`src/hw/rtl/bsctc_pkg.sv`:
```
package bsctc_pkg;

    // Operation codes carried on the mode field
    localparam logic [1:0] MODE_TEST  = 2'd0;
    localparam logic [1:0] MODE_SET   = 2'd1;
    localparam logic [1:0] MODE_CLEAR = 2'd2;
    localparam logic [1:0] MODE_COUNT = 2'd3;

    // Field and index widths
    localparam int MODE_W  = 2;
    localparam int IDENT_W = 16;
    localparam int LIMIT_W = 17;
    localparam int BYTE_W  = 14;   // byte index of any identifier below 2**LIMIT_W

    // Count walks from identifier 10000, which is byte 1250, bit 0
    localparam logic [LIMIT_W-1:0] COUNT_START = 17'd10000;
    localparam logic [BYTE_W-1:0]  START_BYTE  = 14'd1250;

    localparam logic [LIMIT_W-1:0] LIMIT_RESET = 17'h10000;

    // One result word
    typedef struct packed {
        logic               done;
        logic               bit_value;
        logic [LIMIT_W-1:0] set_count;
    } t_result;

    // Number of ones in a byte
    function automatic logic [3:0] pop8(input logic [7:0] b);
        logic [3:0] n;
        n = 4'd0;
        for (int k = 0; k < 8; k++) begin
            n = n + {3'd0, b[k]};
        end
        return n;
    endfunction

endpackage

```
`src/hw/rtl/bsctc_seq.sv`:
```
module bsctc_seq #(
    parameter int DEPTH = 8192,
    parameter int AW    = 13
) (
    input  logic                              i_clk,
    input  logic                              i_rst_n,
    input  logic                              i_start,
    input  logic [bsctc_pkg::MODE_W-1:0]      i_mode,
    input  logic [bsctc_pkg::IDENT_W-1:0]     i_ident,
    input  logic [bsctc_pkg::LIMIT_W-1:0]     i_eff_limit,
    output logic                              o_busy,
    output bsctc_pkg::t_result                o_res,
    output logic                              o_we,
    output logic [AW-1:0]                     o_waddr,
    output logic [7:0]                        o_wdata,
    output logic [AW-1:0]                     o_raddr,
    input  logic [7:0]                        i_rdata
);
    import bsctc_pkg::*;

    typedef enum logic [4:0] {
        S_CLEAR  = 5'b00001,
        S_IDLE   = 5'b00010,
        S_RMW    = 5'b00100,
        S_COUNT  = 5'b01000,
        S_CDRAIN = 5'b10000
    } t_state;

    t_state              r_state;
    logic [BYTE_W-1:0]   r_addr;
    logic [2:0]          r_bitpos;
    logic [MODE_W-1:0]   r_mode;
    logic                r_inrange;
    logic                r_rvld;
    logic [7:0]          r_rmask;
    logic [LIMIT_W-1:0]  r_acc;
    t_result             r_res;

    logic                accept;
    logic                in_range;
    logic [BYTE_W-1:0]   ident_byte;
    logic [BYTE_W-1:0]   rd_byte;
    logic [LIMIT_W-1:0]  lim_m1;
    logic [BYTE_W-1:0]   last_byte;
    logic [7:0]          last_mask;
    logic [7:0]          bit_mask;
    logic [7:0]          n_byte;
    logic [LIMIT_W-1:0]  n_acc;

    assign accept     = i_start && (r_state == S_IDLE);
    assign in_range   = {1'b0, i_ident} < i_eff_limit;
    assign ident_byte = {1'b0, i_ident[IDENT_W-1:3]};

    // Last byte of the count walk and the valid bits within it
    assign lim_m1    = i_eff_limit - 17'd1;
    assign last_byte = lim_m1[LIMIT_W-1:3];
    assign last_mask = 8'hFF >> (3'd7 - lim_m1[2:0]);

    // Modify the byte just read
    assign bit_mask = 8'd1 << r_bitpos;
    always_comb begin
        case (r_mode)
            MODE_SET:   n_byte = i_rdata | bit_mask;
            MODE_CLEAR: n_byte = i_rdata & ~bit_mask;
            default:    n_byte = i_rdata;
        endcase
    end

    // Running count including the byte arriving this cycle
    assign n_acc = r_rvld ? r_acc + {13'd0, pop8(i_rdata & r_rmask)} : r_acc;

    // Memory port selection
    assign rd_byte = (r_state == S_COUNT) ? r_addr : ident_byte;
    assign o_raddr = rd_byte[AW-1:0];
    assign o_waddr = (r_state == S_CLEAR) ? r_addr[AW-1:0] : r_addr[AW-1:0];
    assign o_wdata = (r_state == S_CLEAR) ? 8'd0 : n_byte;
    assign o_we    = (r_state == S_CLEAR) ||
                     ((r_state == S_RMW) && r_inrange &&
                      ((r_mode == MODE_SET) || (r_mode == MODE_CLEAR)));

    // Sequencer
    always_ff @(posedge i_clk) begin
        if (!i_rst_n) begin
            r_state   <= S_CLEAR;
            r_addr    <= '0;
            r_rvld    <= 1'b0;
            r_res     <= '0;
        end else begin
            r_rvld <= (r_state == S_COUNT);
            case (r_state)
                S_CLEAR: begin
                    r_res.done <= 1'b0;
                    if (r_addr == BYTE_W'(DEPTH - 1)) begin
                        r_state <= S_IDLE;
                    end else begin
                        r_addr <= r_addr + 14'd1;
                    end
                end
                S_IDLE: begin
                    if (accept && (i_mode == MODE_COUNT) && (i_eff_limit <= COUNT_START)) begin
                        r_res <= '{done: 1'b1, bit_value: 1'b0, set_count: '0};
                    end else begin
                        r_res.done <= 1'b0;
                    end
                    if (accept) begin
                        if (i_mode == MODE_COUNT) begin
                            r_acc  <= '0;
                            r_addr <= START_BYTE;
                            if (i_eff_limit > COUNT_START) begin
                                r_state <= S_COUNT;
                            end
                        end else begin
                            r_addr    <= ident_byte;
                            r_bitpos  <= i_ident[2:0];
                            r_mode    <= i_mode;
                            r_inrange <= in_range;
                            r_state   <= S_RMW;
                        end
                    end
                end
                S_RMW: begin
                    r_res   <= '{done: 1'b1, bit_value: r_inrange & n_byte[r_bitpos],
                                 set_count: '0};
                    r_state <= S_IDLE;
                end
                S_COUNT: begin
                    r_res.done <= 1'b0;
                    r_acc      <= n_acc;
                    r_rmask    <= (r_addr == last_byte) ? last_mask : 8'hFF;
                    if (r_addr == last_byte) begin
                        r_state <= S_CDRAIN;
                    end else begin
                        r_addr <= r_addr + 14'd1;
                    end
                end
                S_CDRAIN: begin
                    r_res   <= '{done: 1'b1, bit_value: 1'b0, set_count: n_acc};
                    r_state <= S_IDLE;
                end
                default: begin
                    r_res.done <= 1'b0;
                    r_state    <= S_IDLE;
                end
            endcase
        end
    end

    assign o_busy = (r_state != S_IDLE);
    assign o_res  = r_res;

endmodule

```
`config.mk`:
```
export PLATFORM = sky130hd
export DESIGN_NAME = bsctc_seq
export DESIGN_NICKNAME = d
export VERILOG_FILES = /design/src/hw/rtl/bsctc_pkg.sv /design/src/hw/rtl/bsctc_seq.sv
export SDC_FILE = /design/constraint.sdc
export NUM_CORES = 1
export LEC_CHECK = 0
export BUFFER_PORTS_ARGS = -buffer_cell sky130_fd_sc_hd__buf_2
export CAP_MARGIN = 20
export CORE_MARGIN = 2
export CORE_UTILIZATION = 56
export DETAILED_ROUTE_END_ITERATION = 8
export GPL_TIMING_DRIVEN = 1
export PLACE_DENSITY = 0.91
export SLEW_MARGIN = 30
export SYNTH_ARGS = -nofsm -noshare
export SYNTH_HDL_FRONTEND = slang
export SYNTH_SLANG_ARGS = --single-unit
```
`constraint.sdc`:
```
create_clock -name i_clk -period 5.4 [get_ports i_clk]
set_input_delay 0.27 -clock i_clk [delete_from_list [all_inputs] [get_ports i_clk]]
set_output_delay 0.27 -clock i_clk [all_outputs]
set_load 0.03 [all_outputs]
```
==> flow_summary.yaml, run 1 <==
setup_path:
  cp-start-kind: "register"
  slowest_stage: "fa_1"
  path_cells: "and2_1, fa_1, inv_1, fa_1, fa_1, inv_1, fa_1, inv_1, fa_1, nor2b_1, o21ai_0, nor2b_1, nor3_1, nand3_1, xor2_1, or2_2, a21oi_1"
  path_delay_family: "adder cells"
  crit_path_start: "r_rmask[2]"
  cp.required_ns: 5.67
  arrival_ns: 4.75
  crit_fanout: 4
  r2r-start: "r_rmask[2]"
  r2r_setup_slack_ns: 0.92
  crit_top_cell: "fa_1"
  worst-path-buf-inv: 3
  reg2reg_to: "o_res[14]"
  critPathCaptureType: "register"
  max_stage_delay_ns: 0.51
  ff2ff_path_depth: 17
  critPathKind: "register to register"
placed_design:
  dpl_cell_area_sq_um: 5400
  portBuffers: 100
  hpwl_microns: 9600
  place.gp.congestion: 0.925
clocking:
  cts_buffers: 9
  post-cts-setup-buffers: 0
  cts_max_level: 3
  root_buffer: "clkbuf_8"
  insertion_delay_ns: 0.35
  cts_tree: "built"
  path_clk_slew_ns: 0.07
  cts_buffer_depth: 2
  cts.sinks: 69
  cts-resized-gates: 0
  ctsHoldBuffers: 0
timing:
  fmax_mhz: 223
  period_needed_ns: 4.48
  finalCritPeriodShare_pct: 83.0
  tns_ns: 0
  slew_viol_final: 0
  max_slew_margin_pct: 41.7
  report.final.setup_viol: 0
  hold_viol: 0
  skew_ns: 0.0199
  rsz0062_at_grt: "no"
  tightest_slew_ns: 0.873
logic_synthesis:
  postSynthAreaPerCell_sq_um: 8.60
  ys_warn_count: 0
  syn_nets: 656
  synth-seq-cells: 69
  ys_top_cells_by_area: "edfxtp_1 18%, dfxtp_1 16%, ha_1 6.8%, nor2_1 5.7%, a21oi_1 3.6%"
  netlist.area_leader.share_pct: 18.1
  syn_inst: 578
  syn-cell-area_sq_um: 4970
  synthArstFlopShare_pct: 0
  yosys.area.top_type: "edfxtp_1"
  synth_ff_type: "dfxtp_1"
  ys_seq_area_share_pct: 33.8
  synth-edff-count: 30
  yosysUniqueCellTypes: 74
global_route:
  grt_pass1_vias: 4490
  grt_usage_pct: 26.1
  gr-total-overflow: 0
  grt_pass1_wl_microns: 20700
  antenna_found_initial: 1
  grt_max_degree: 40
power_and_ir_drop:
  power_density_nw_per_um2: 229
  p_leak_nw: 2.36
  peakVddDrop_v: 0.000112
routing:
  drc_errors: 0
  drt-initial-drc-count: 382
  post_drt_wl_per_cell_microns: 16.7
  via_per_inst: 6.07
  dr_total_vias: 4652
  ant_nets: 0
  routed_wl_microns: 12800
  drtPass1Iterations: 5
hold_path:
  holdPathStages: 1
  hold_path.class: "input pin to register"
  hold_path_end: "r_bitpos[0]"
  hp-start: "i_ident[0]"
finish:
  fin_area_sq_um: 5590
  layout.nets: 730
  seq_area_sq_um: 1680
  nFillCells: 707
  layout-drive-gt1-share_pct: 21.9
  multi_input_area_sq_um: 2940
  area_growth_syn_to_layout_pct: 12.5
floorplan:
  start_util_pct: 57.3
  core_area_sq_um: 8680
  die-area_sq_um: 9650
  die_x_microns: 98.2
  rows: 34
  pin_count: 101
  die_h_microns: 98.2
outcome:
  status: "completed"
run:
  cap_viol_max_count: 0
## through the flow
stage | hold WS (ns) | util, % | setup WS [ns] | power [mW] | instances
global route | 0.124 | 64.4 | 0.603 | 1.33 | 766
detailed placement | 0.455 | 62.3 | 0.966 | 0.881 | 749
CTS | 0.123 | 64.4 | 0.953 | 1.27 | 765
floorplan | 0.353 | - | 1.34 | 0.813 | 578
global placement | 0.449 | 62.3 | 1.09 | 0.870 | 749
finish | 0.125 | 64.4 | 0.919 | 1.28 | 766
## cells in the mapped netlist, types with 3 or more instances
| cell type | number |
|---|---|
| inv_1 | 34 |
| nand2_1 | 39 |
| buf_6 | 3 |
| nand3_1 | 28 |
| o31a_1 | 3 |
| xnor2_1 | 19 |
| and3_1 | 8 |
| a31oi_1 | 7 |
| buf_2 | 5 |
| nor3_1 | 9 |
| a211oi_1 | 6 |
| ha_1 | 27 |
| and2_1 | 12 |
| dfxtp_1 | 39 |
| mux2_2 | 10 |
| edfxtp_1 | 30 |
| nor2_1 | 75 |
| fa_1 | 5 |
| xor2_1 | 14 |
| a21o_1 | 11 |
| a21oi_1 | 36 |
| nor2b_1 | 10 |
| or2_2 | 3 |
| o31ai_1 | 3 |
| clkbuf_1 | 16 |
| o21ai_0 | 26 |
| buf_4 | 14 |
| mux2i_1 | 8 |
| nor4_1 | 4 |
| nand4_1 | 8 |
| or3_1 | 4 |
## routing by layer
| layer | global-route usage, % | vias to the layer above | share of wire (%) |
|---|---|---|---|
| met2 | 43.4 | 250 | 48 |
| met3 | 6.51 | 17 | 8.8 |
| met4 | 8.75 | 0 | 1.3 |
| li1 | - | 2207 | - |
| met5 | 0 | - | 0 |
| met1 | 33.4 | 2178 | 41 |
## sequential cells by signal, indices dropped and copies added, names as in the netlist
signal	cells
r_addr	14
r_mode	2
r_state	5
r_inrange	1
r_bitpos	3
r_acc	17
r_rvld	1
o_res	19
r_rmask	7
## logic make-up after synthesis
logic type	after synthesis	synth area share, %
simple gates	220	22.1
compound gates	131	17.9
buf+inv	74	7.22
flops	69	33.8
xor+xnor	33	5.81
fa+ha+maj	32	8.81
mux	19	4.33
## area by class of cell
cell class                 count  area share, %
multi-input combinational    435           52.6
clock buffer                  12           2.42
inverter                      34           2.28
sequential                    69           30.1
clock inverter                 4          0.872
timing repair buffer         103           9.35
antenna                        1         0.0447
tap                          108           2.42
## cells in the final DEF (no fill, tap or decap), drive strengths merged, types with 3 or more instances in the layout
master,netlist,final
o221a,3,3
mux2i,8,8
or3,4,4
clkbuf,16,12
fa,5,5
or4,3,3
o21ai,28,28
o31a,3,3
a21oi,37,37
nor4,6,6
nand3,28,28
nand2,39,39
and2,12,12
ha,27,27
inv,34,35
edfxtp,30,30
and3,8,8
a21o,11,11
dfxtp,39,39
xnor2,19,19
or2,3,3
buf,24,103
xor2,14,14
mux2,10,10
nor3,10,10
nor2b,10,10
nand4,8,8
a211oi,7,7
nor2,75,75
o31ai,3,3
a31oi,7,7
## power by group
| group | leakage, nW | internal (mW) | total [mW] | switching (mW) |
|---|---|---|---|---|
| registers | 0.610 | 0.555 | 0.584 | 0.0297 |
| clock network | 0.0909 | 0.213 | 0.407 | 0.194 |
| logic | 1.66 | 0.106 | 0.291 | 0.185 |
| total | 2.36 | 0.874 | 1.28 | 0.408 |
## worst max-delay path by stage
stage / to / cells after the start
2_1_floorplan: o_res[12] / 17
3_3_place_gp: o_res[12] / 18
3_5_place_dp: o_res[14] / 18
4_1_cts: o_res[14] / 17
5_1_grt: o_res[16] / 17
6_report: o_res[14] / 17
(Power assumes the default switching activity.)
==> inputs of run 2 (changes only) <==
--- a/config.mk
+++ b/config.mk
@@ -8,10 +8,10 @@
 export BUFFER_PORTS_ARGS = -buffer_cell sky130_fd_sc_hd__buf_2
 export CAP_MARGIN = 20
 export CORE_MARGIN = 2
-export CORE_UTILIZATION = 56
+export CORE_UTILIZATION = 51
 export DETAILED_ROUTE_END_ITERATION = 8
 export GPL_TIMING_DRIVEN = 1
-export PLACE_DENSITY = 0.91
+export PLACE_DENSITY = 0.88
 export SLEW_MARGIN = 30
 export SYNTH_ARGS = -nofsm -noshare
 export SYNTH_HDL_FRONTEND = slang
==> constraint.sdc (replaced) <==
create_clock -name i_clk -period 4.05 [get_ports i_clk]
set_input_delay 0.2025 -clock i_clk [delete_from_list [all_inputs] [get_ports i_clk]]
set_output_delay 0.2025 -clock i_clk [all_outputs]
set_load 0.03 [all_outputs]
==> run 2 against run 1 <==
Effect of this change:
- the flow now finishes with violations (negative setup slack)
- combinational power rose by 35%
- global-route usage fell by 0.76 points
- power rose by 31%
==> flow_summary.yaml, run 2 (synthesis gave the netlist of run 1 again) <==
finish:
  layout.nets: 738
  layout_commonest_cell: "buf_2"
  largest_reg_flops: 19
  area_growth_syn_to_layout_pct: 15.5
  layout-drive-gt1-share_pct: 25.4
  num_antenna_cells: 0
  most-common-layout-cells: "100 x buf_2, 74 x nor2_1, 39 x nand2_1, 39 x dfxtp_1, 35 x a21oi_1"
timing:
  max_slew_margin_pct: 38.2
  hold_viol: 0
  period_needed_ns: 4.08
  tightest_slew_ns: 0.926
  tns_ns: -0.0595
  report.final.setup_viol: 2
  slew_viol_final: 0
  finalCritPeriodShare_pct: 101
  setup_ws_ns: -0.0344
  whs_ns: 0.0360
  skew_ns: 0.0152
  rsz0062_at_grt: "yes"
  fmax_mhz: 245
clocking:
  insertion_delay_ns: 0.35
  root_buffer: "clkbuf_8"
  cts_buffers: 9
  path_clk_slew_ns: 0.08
  cts.sinks: 69
  cts_tree: "built"
  cts_max_level: 3
  cts_buffer_depth: 2
floorplan:
  die-area_sq_um: 10600
  die_x_microns: 103
  start_util_pct: 51.8
  die_h_microns: 103
  pin_count: 101
  core_area_sq_um: 9590
  rows: 36
setup_path:
  crit_path_start: "r_rmask[2]"
  r2r-start: "r_rmask[2]"
  r2r_setup_slack_ns: -0.03
  cp.required_ns: 4.15
  ff2ff_path_depth: 17
  cp-start-kind: "register"
  critPathCaptureType: "register"
  critPathKind: "register to register"
  crit_fanout: 4
  reg2reg_to: "r_acc[12]"
  arrival_ns: 4.19
power_and_ir_drop:
  power_density_nw_per_um2: 293
  pwr-share-seq_pct: 46.4
  power_frac_comb_pct: 23.4
  p_leak_nw: 2.42
  switching_share_pct: 33.3
  power.share.clock_pct: 30.2
  peakVddDrop_v: 0.000135
  internal_power_mw: 1.12
  p_sw_mw: 0.560
routing:
  drc_errors: 0
  post_drt_wl_per_cell_microns: 16.9
  ant_nets: 0
  dr_total_vias: 4716
  via_per_inst: 5.91
  drt-initial-drc-count: 343
  routed_wl_microns: 13500
  drtPass1Iterations: 5
global_route:
  grt_pass1_vias: 4504
  grt_pass1_wl_microns: 21000
  grt_usage_pct: 25.3
  gr-total-overflow: 0
  grt_max_degree: 40
  antenna_found_initial: 0
placed_design:
  hpwl_microns: 9790
  place.gp.congestion: 0.968
  portBuffers: 100
hold_path:
  hold_path.class: "input pin to register"
  hp-start: "i_ident[0]"
  holdPathStages: 1
  hold_path_end: "r_bitpos[0]"
outcome:
  status: "finished, violations left"
  violations: "negative setup slack"
run:
  cap_viol_max_count: 0
-- run 2: cell types whose count changed in the layout (fill, tap and decap cells not counted), sizes merged --
cell	previous run	this run
buf	103	111
bufinv	1	0
clkbuf	12	10
clkinv	1	4
diode	1	0
-- run 2: area by class of cell --
| class | instances | area, sq um |
|---|---|---|
| Clock buffer | 10 | 138 |
| Clock inverter | 6 | 37.5 |
| Fill cell | 852 | 3850 |
| Inverter | 34 | 128 |
| Multi-Input combinational cell | 435 | 3010 |
| Sequential cell | 69 | 1680 |
| Tap cell | 133 | 166 |
| Timing Repair Buffer | 111 | 583 |
-- run 2: worst max-delay path by stage --
| stage | end | slack [ns] |
|---|---|---|
| CTS | o_res[16] | 0.009 |
| finish | r_acc[12] | -0.03 |
| global route | o_res[16] | -0.20 |
| floorplan | o_res[12] | 0.11 |
| global placement | o_res[14] | -0.05 |
| detailed placement | o_res[14] | -0.15 |
-- run 2: power groups by stage --
stage                     logic, mW  registers (mW)  clock network, mW
after floorplan               0.310           0.774                  0
after global placement        0.369           0.793                  0
after detailed placement      0.382           0.794                  0
after CTS                     0.386           0.778              0.507
after global routing          0.435           0.783              0.548
final                         0.394           0.780              0.508
-- run 2: what timing repair did --
item / in CTS / in global routing
setup buffers: 4 / 3
hold buffers: 0 / 0
endpoints found under the setup margin: 10 / 9
resized for setup: 8 / 10
pin swaps: 6 / 11
-- run 2: metrics by stage --
stage	area, sq um	std cells	power, mW	util [%]	worst slack [ns]
3_5_place_dp	5450	776	1.18	56.8	-0.153
3_3_place_gp	5450	776	1.16	56.8	-0.0540
4_1_cts	5680	796	1.67	59.2	0.00864
2_1_floorplan	4980	578	1.08	-	0.109
6_report	5740	798	1.68	59.8	-0.0344
5_1_grt	5740	798	1.77	59.8	-0.196
-- run 2: per-layer routing --
layer  vias up  track usage (%)  routed length, microns
li1       2224                -                       -
met1      2213             32.1                    5540
met2       253             42.6                    6580
met3        26             4.41                    1120
met4         0             10.7                     198
met5         -                0                       0
-- run 2: critical path, cell delays in order (launching register included) --
cell and delay (ns):
edfxtp_1 0.38, and2_4 0.17, fa_1 0.50, inv_2 0.04, fa_1 0.53, fa_1 0.44
inv_2 0.07, fa_2 0.21, inv_2 0.04, fa_2 0.33, nor2b_1 0.12, o21ai_1 0.11
nor2b_4 0.15, nor3_4 0.19, nand3_1 0.15, xor2_1 0.23, buf_4 0.15, nor2_2 0.03
==> inputs of run 3 (changes only) <==
--- a/config.mk
+++ b/config.mk
@@ -5,13 +5,14 @@
 export SDC_FILE = /design/constraint.sdc
 export NUM_CORES = 1
 export LEC_CHECK = 0
+export ABC_CLOCK_PERIOD_IN_PS = 4700
 export BUFFER_PORTS_ARGS = -buffer_cell sky130_fd_sc_hd__buf_2
 export CAP_MARGIN = 20
 export CORE_MARGIN = 2
-export CORE_UTILIZATION = 51
+export CORE_UTILIZATION = 60
 export DETAILED_ROUTE_END_ITERATION = 8
 export GPL_TIMING_DRIVEN = 1
-export PLACE_DENSITY = 0.88
+export PLACE_DENSITY = 0.86
 export SLEW_MARGIN = 30
 export SYNTH_ARGS = -nofsm -noshare
 export SYNTH_HDL_FRONTEND = slang
==> constraint.sdc (replaced) <==
create_clock -name i_clk -period 4.7 [get_ports i_clk]
set_input_delay 0.235 -clock i_clk [delete_from_list [all_inputs] [get_ports i_clk]]
set_output_delay 0.235 -clock i_clk [all_outputs]
set_load 0.03 [all_outputs]
==> run 3 against run 2 <==
Effect of this change:
- the flow now finishes without violations
- power decreased by 11%
- non-clock buffer count shrank 8
- sequential share of layout area up 0.69 points
- core utilization is 9.1 points higher
- largest power group unchanged
- critical path depth unchanged
- cell count is 4.5% lower
- maximum frequency decreased by 6.4%
- clock-buffer cell count is the same
==> flow_summary.yaml, run 3 (synthesis gave the netlist of run 1 again) <==
setup_path:
  arrival_ns: 4.63
  path_cells: "and2_1, fa_1, inv_1, fa_1, fa_1, inv_1, fa_1, inv_1, fa_1, nor2b_1, o21ai_0, nor2b_1, nor3_2, nand3_1, xor2_1, or2_2, a21oi_1"
  cp.required_ns: 4.97
  r2r-start: "r_rmask[2]"
  critPathKind: "register to register"
  crit_top_cell: "fa_1"
  worst-path-buf-inv: 3
  r2r_setup_slack_ns: 0.34
  cp-start-kind: "register"
  path_delay_family: "adder cells"
  crit_path_start: "r_rmask[2]"
  reg2reg_to: "o_res[14]"
  max_stage_delay_ns: 0.51
  critPathCaptureType: "register"
  slowest_stage: "fa_1"
  path_depth: 17
  crit_fanout: 4
  ff2ff_path_depth: 17
  worstSetupEndpoint: "o_res[14]"
timing:
  slew_viol_final: 0
  tns_ns: 0
  fmax_mhz: 229
  rsz0062_at_grt: "no"
  setup_ws_ns: 0.338
  tightest_slew_ns: 0.925
  report.final.setup_viol: 0
  max_slew_margin_pct: 38.1
  period_needed_ns: 4.36
  hold_viol: 0
  finalCritPeriodShare_pct: 92.8
  skew_ns: 0.0198
clocking:
  cts.sinks: 69
  cts_buffers: 9
  ctsHoldBuffers: 0
  cts_buffer_depth: 2
  insertion_delay_ns: 0.36
  cts_tree: "built"
  path_clk_slew_ns: 0.08
  cts_max_level: 3
  root_buffer: "clkbuf_8"
placed_design:
  portBuffers: 100
  hpwl_microns: 9390
  dpl_cell_area_sq_um: 5400
  dpl_worst_slack_ns: 0.270
  place.gp.congestion: 0.907
finish:
  fin_area_sq_um: 5610
  layout.nets: 730
  largest_reg_flops: 19
  area_growth_syn_to_layout_pct: 12.8
  nFillCells: 607
  num_antenna_cells: 0
  layout-drive-gt1-share_pct: 22.4
  seq_area_sq_um: 1680
  fin_util_pct: 68.9
  most-common-layout-cells: "100 x buf_2, 75 x nor2_1, 39 x nand2_1, 39 x dfxtp_1, 35 x a21oi_1"
  multi_input_area_sq_um: 2940
  layout_commonest_cell: "buf_2"
global_route:
  grt_usage_pct: 28.2
  gr-total-overflow: 0
  antenna_found_initial: 0
  grt_pass1_wl_microns: 19800
  grt_pass1_vias: 4190
  grt_max_degree: 27
run:
  cap_viol_max_count: 0
outcome:
  status: "completed"
routing:
  met3_length_microns: 1110
  drtPass1Iterations: 5
  drc_errors: 0
  via_per_inst: 6.14
  wl_met2_microns: 6050
  ant_nets: 0
  drt-met1-wl_microns: 5110
  drt-initial-drc-count: 341
  highest_layer: "met4"
  routed_wl_microns: 12600
  post_drt_wl_per_cell_microns: 16.5
  dr_total_vias: 4682
power_and_ir_drop:
  p_total_mw: 1.49
  peakVddDrop_v: 0.000134
  p_leak_nw: 2.36
  power_density_nw_per_um2: 266
hold_path:
  hold_path.class: "input pin to register"
floorplan:
  start_util_pct: 61.1
  core_area_sq_um: 8130
  die-area_sq_um: 9030
  rows: 33
  die_x_microns: 95.0
  die_h_microns: 95.0
  pin_count: 101
run 3: cell count changes in the layout (fill, tap and decap cells not counted), sizes merged:
cell | previous run | this run
clkinv | 4 | 3
buf | 111 | 103
bufinv | 0 | 1
run 3: report_power, final:
part,switching [mW],leakage [nW],internal [mW]
Clock,0.243,0.0971,0.250
Sequential,0.0335,0.610,0.637
Combinational,0.209,1.66,0.122
Total,0.485,2.36,1.01
run 3: cell type report:
cell class / instances / area share, %
repair buffers: 103 / 9.33
multi-input cells: 435 / 52.5
inverters: 34 / 2.28
flip-flops and latches: 69 / 30.0
clock inverters: 6 / 1.29
clock buffers: 10 / 2.28
well taps: 105 / 2.34
run 3: metrics by stage:
step | hold WS [ns] | cells
6_report | 0.0820 | 762
5_1_grt | 0.0735 | 762
4_1_cts | 0.0743 | 762
3_5_place_dp | 0.428 | 746
3_3_place_gp | 0.431 | 746
2_1_floorplan | 0.318 | 578
run 3: worst min path at each step:
stage | from | endpoint | slack (ns) | cells after the start
detailed placement | i_ident[0] | r_bitpos[0] | 0.43 | 1
global route | i_ident[0] | r_bitpos[0] | 0.07 | 1
finish | i_ident[0] | r_bitpos[0] | 0.08 | 1
global placement | i_ident[0] | r_bitpos[0] | 0.43 | 1
floorplan | i_rst_n | r_state[0] | 0.32 | 1
CTS | i_ident[0] | r_bitpos[0] | 0.07 | 1
run 3: worst register-to-register path, cell delays in order, from the launching register on:
cell	delay (ns)
edfxtp_1	0.36
and2_1	0.17
fa_1	0.49
inv_1	0.06
fa_1	0.51
fa_1	0.48
inv_1	0.09
fa_1	0.19
inv_1	0.06
fa_1	0.40
nor2b_1	0.13
o21ai_0	0.13
nor2b_1	0.19
nor3_2	0.28
nand3_1	0.15
xor2_1	0.17
or2_2	0.27
a21oi_1	0.15
run 3: repair_timing:
action                     CTS  global route
resized for setup            0             1
setup buffers                0             0
setup endpoints to repair    0             1
run 3: layer usage:
layer / track usage (%) / vias to the layer above
li1: - / 2222
met5: 0 / -
met4: 11.6 / 0
met2: 46.0 / 260
met3: 5.06 / 32
met1: 37.1 / 2168
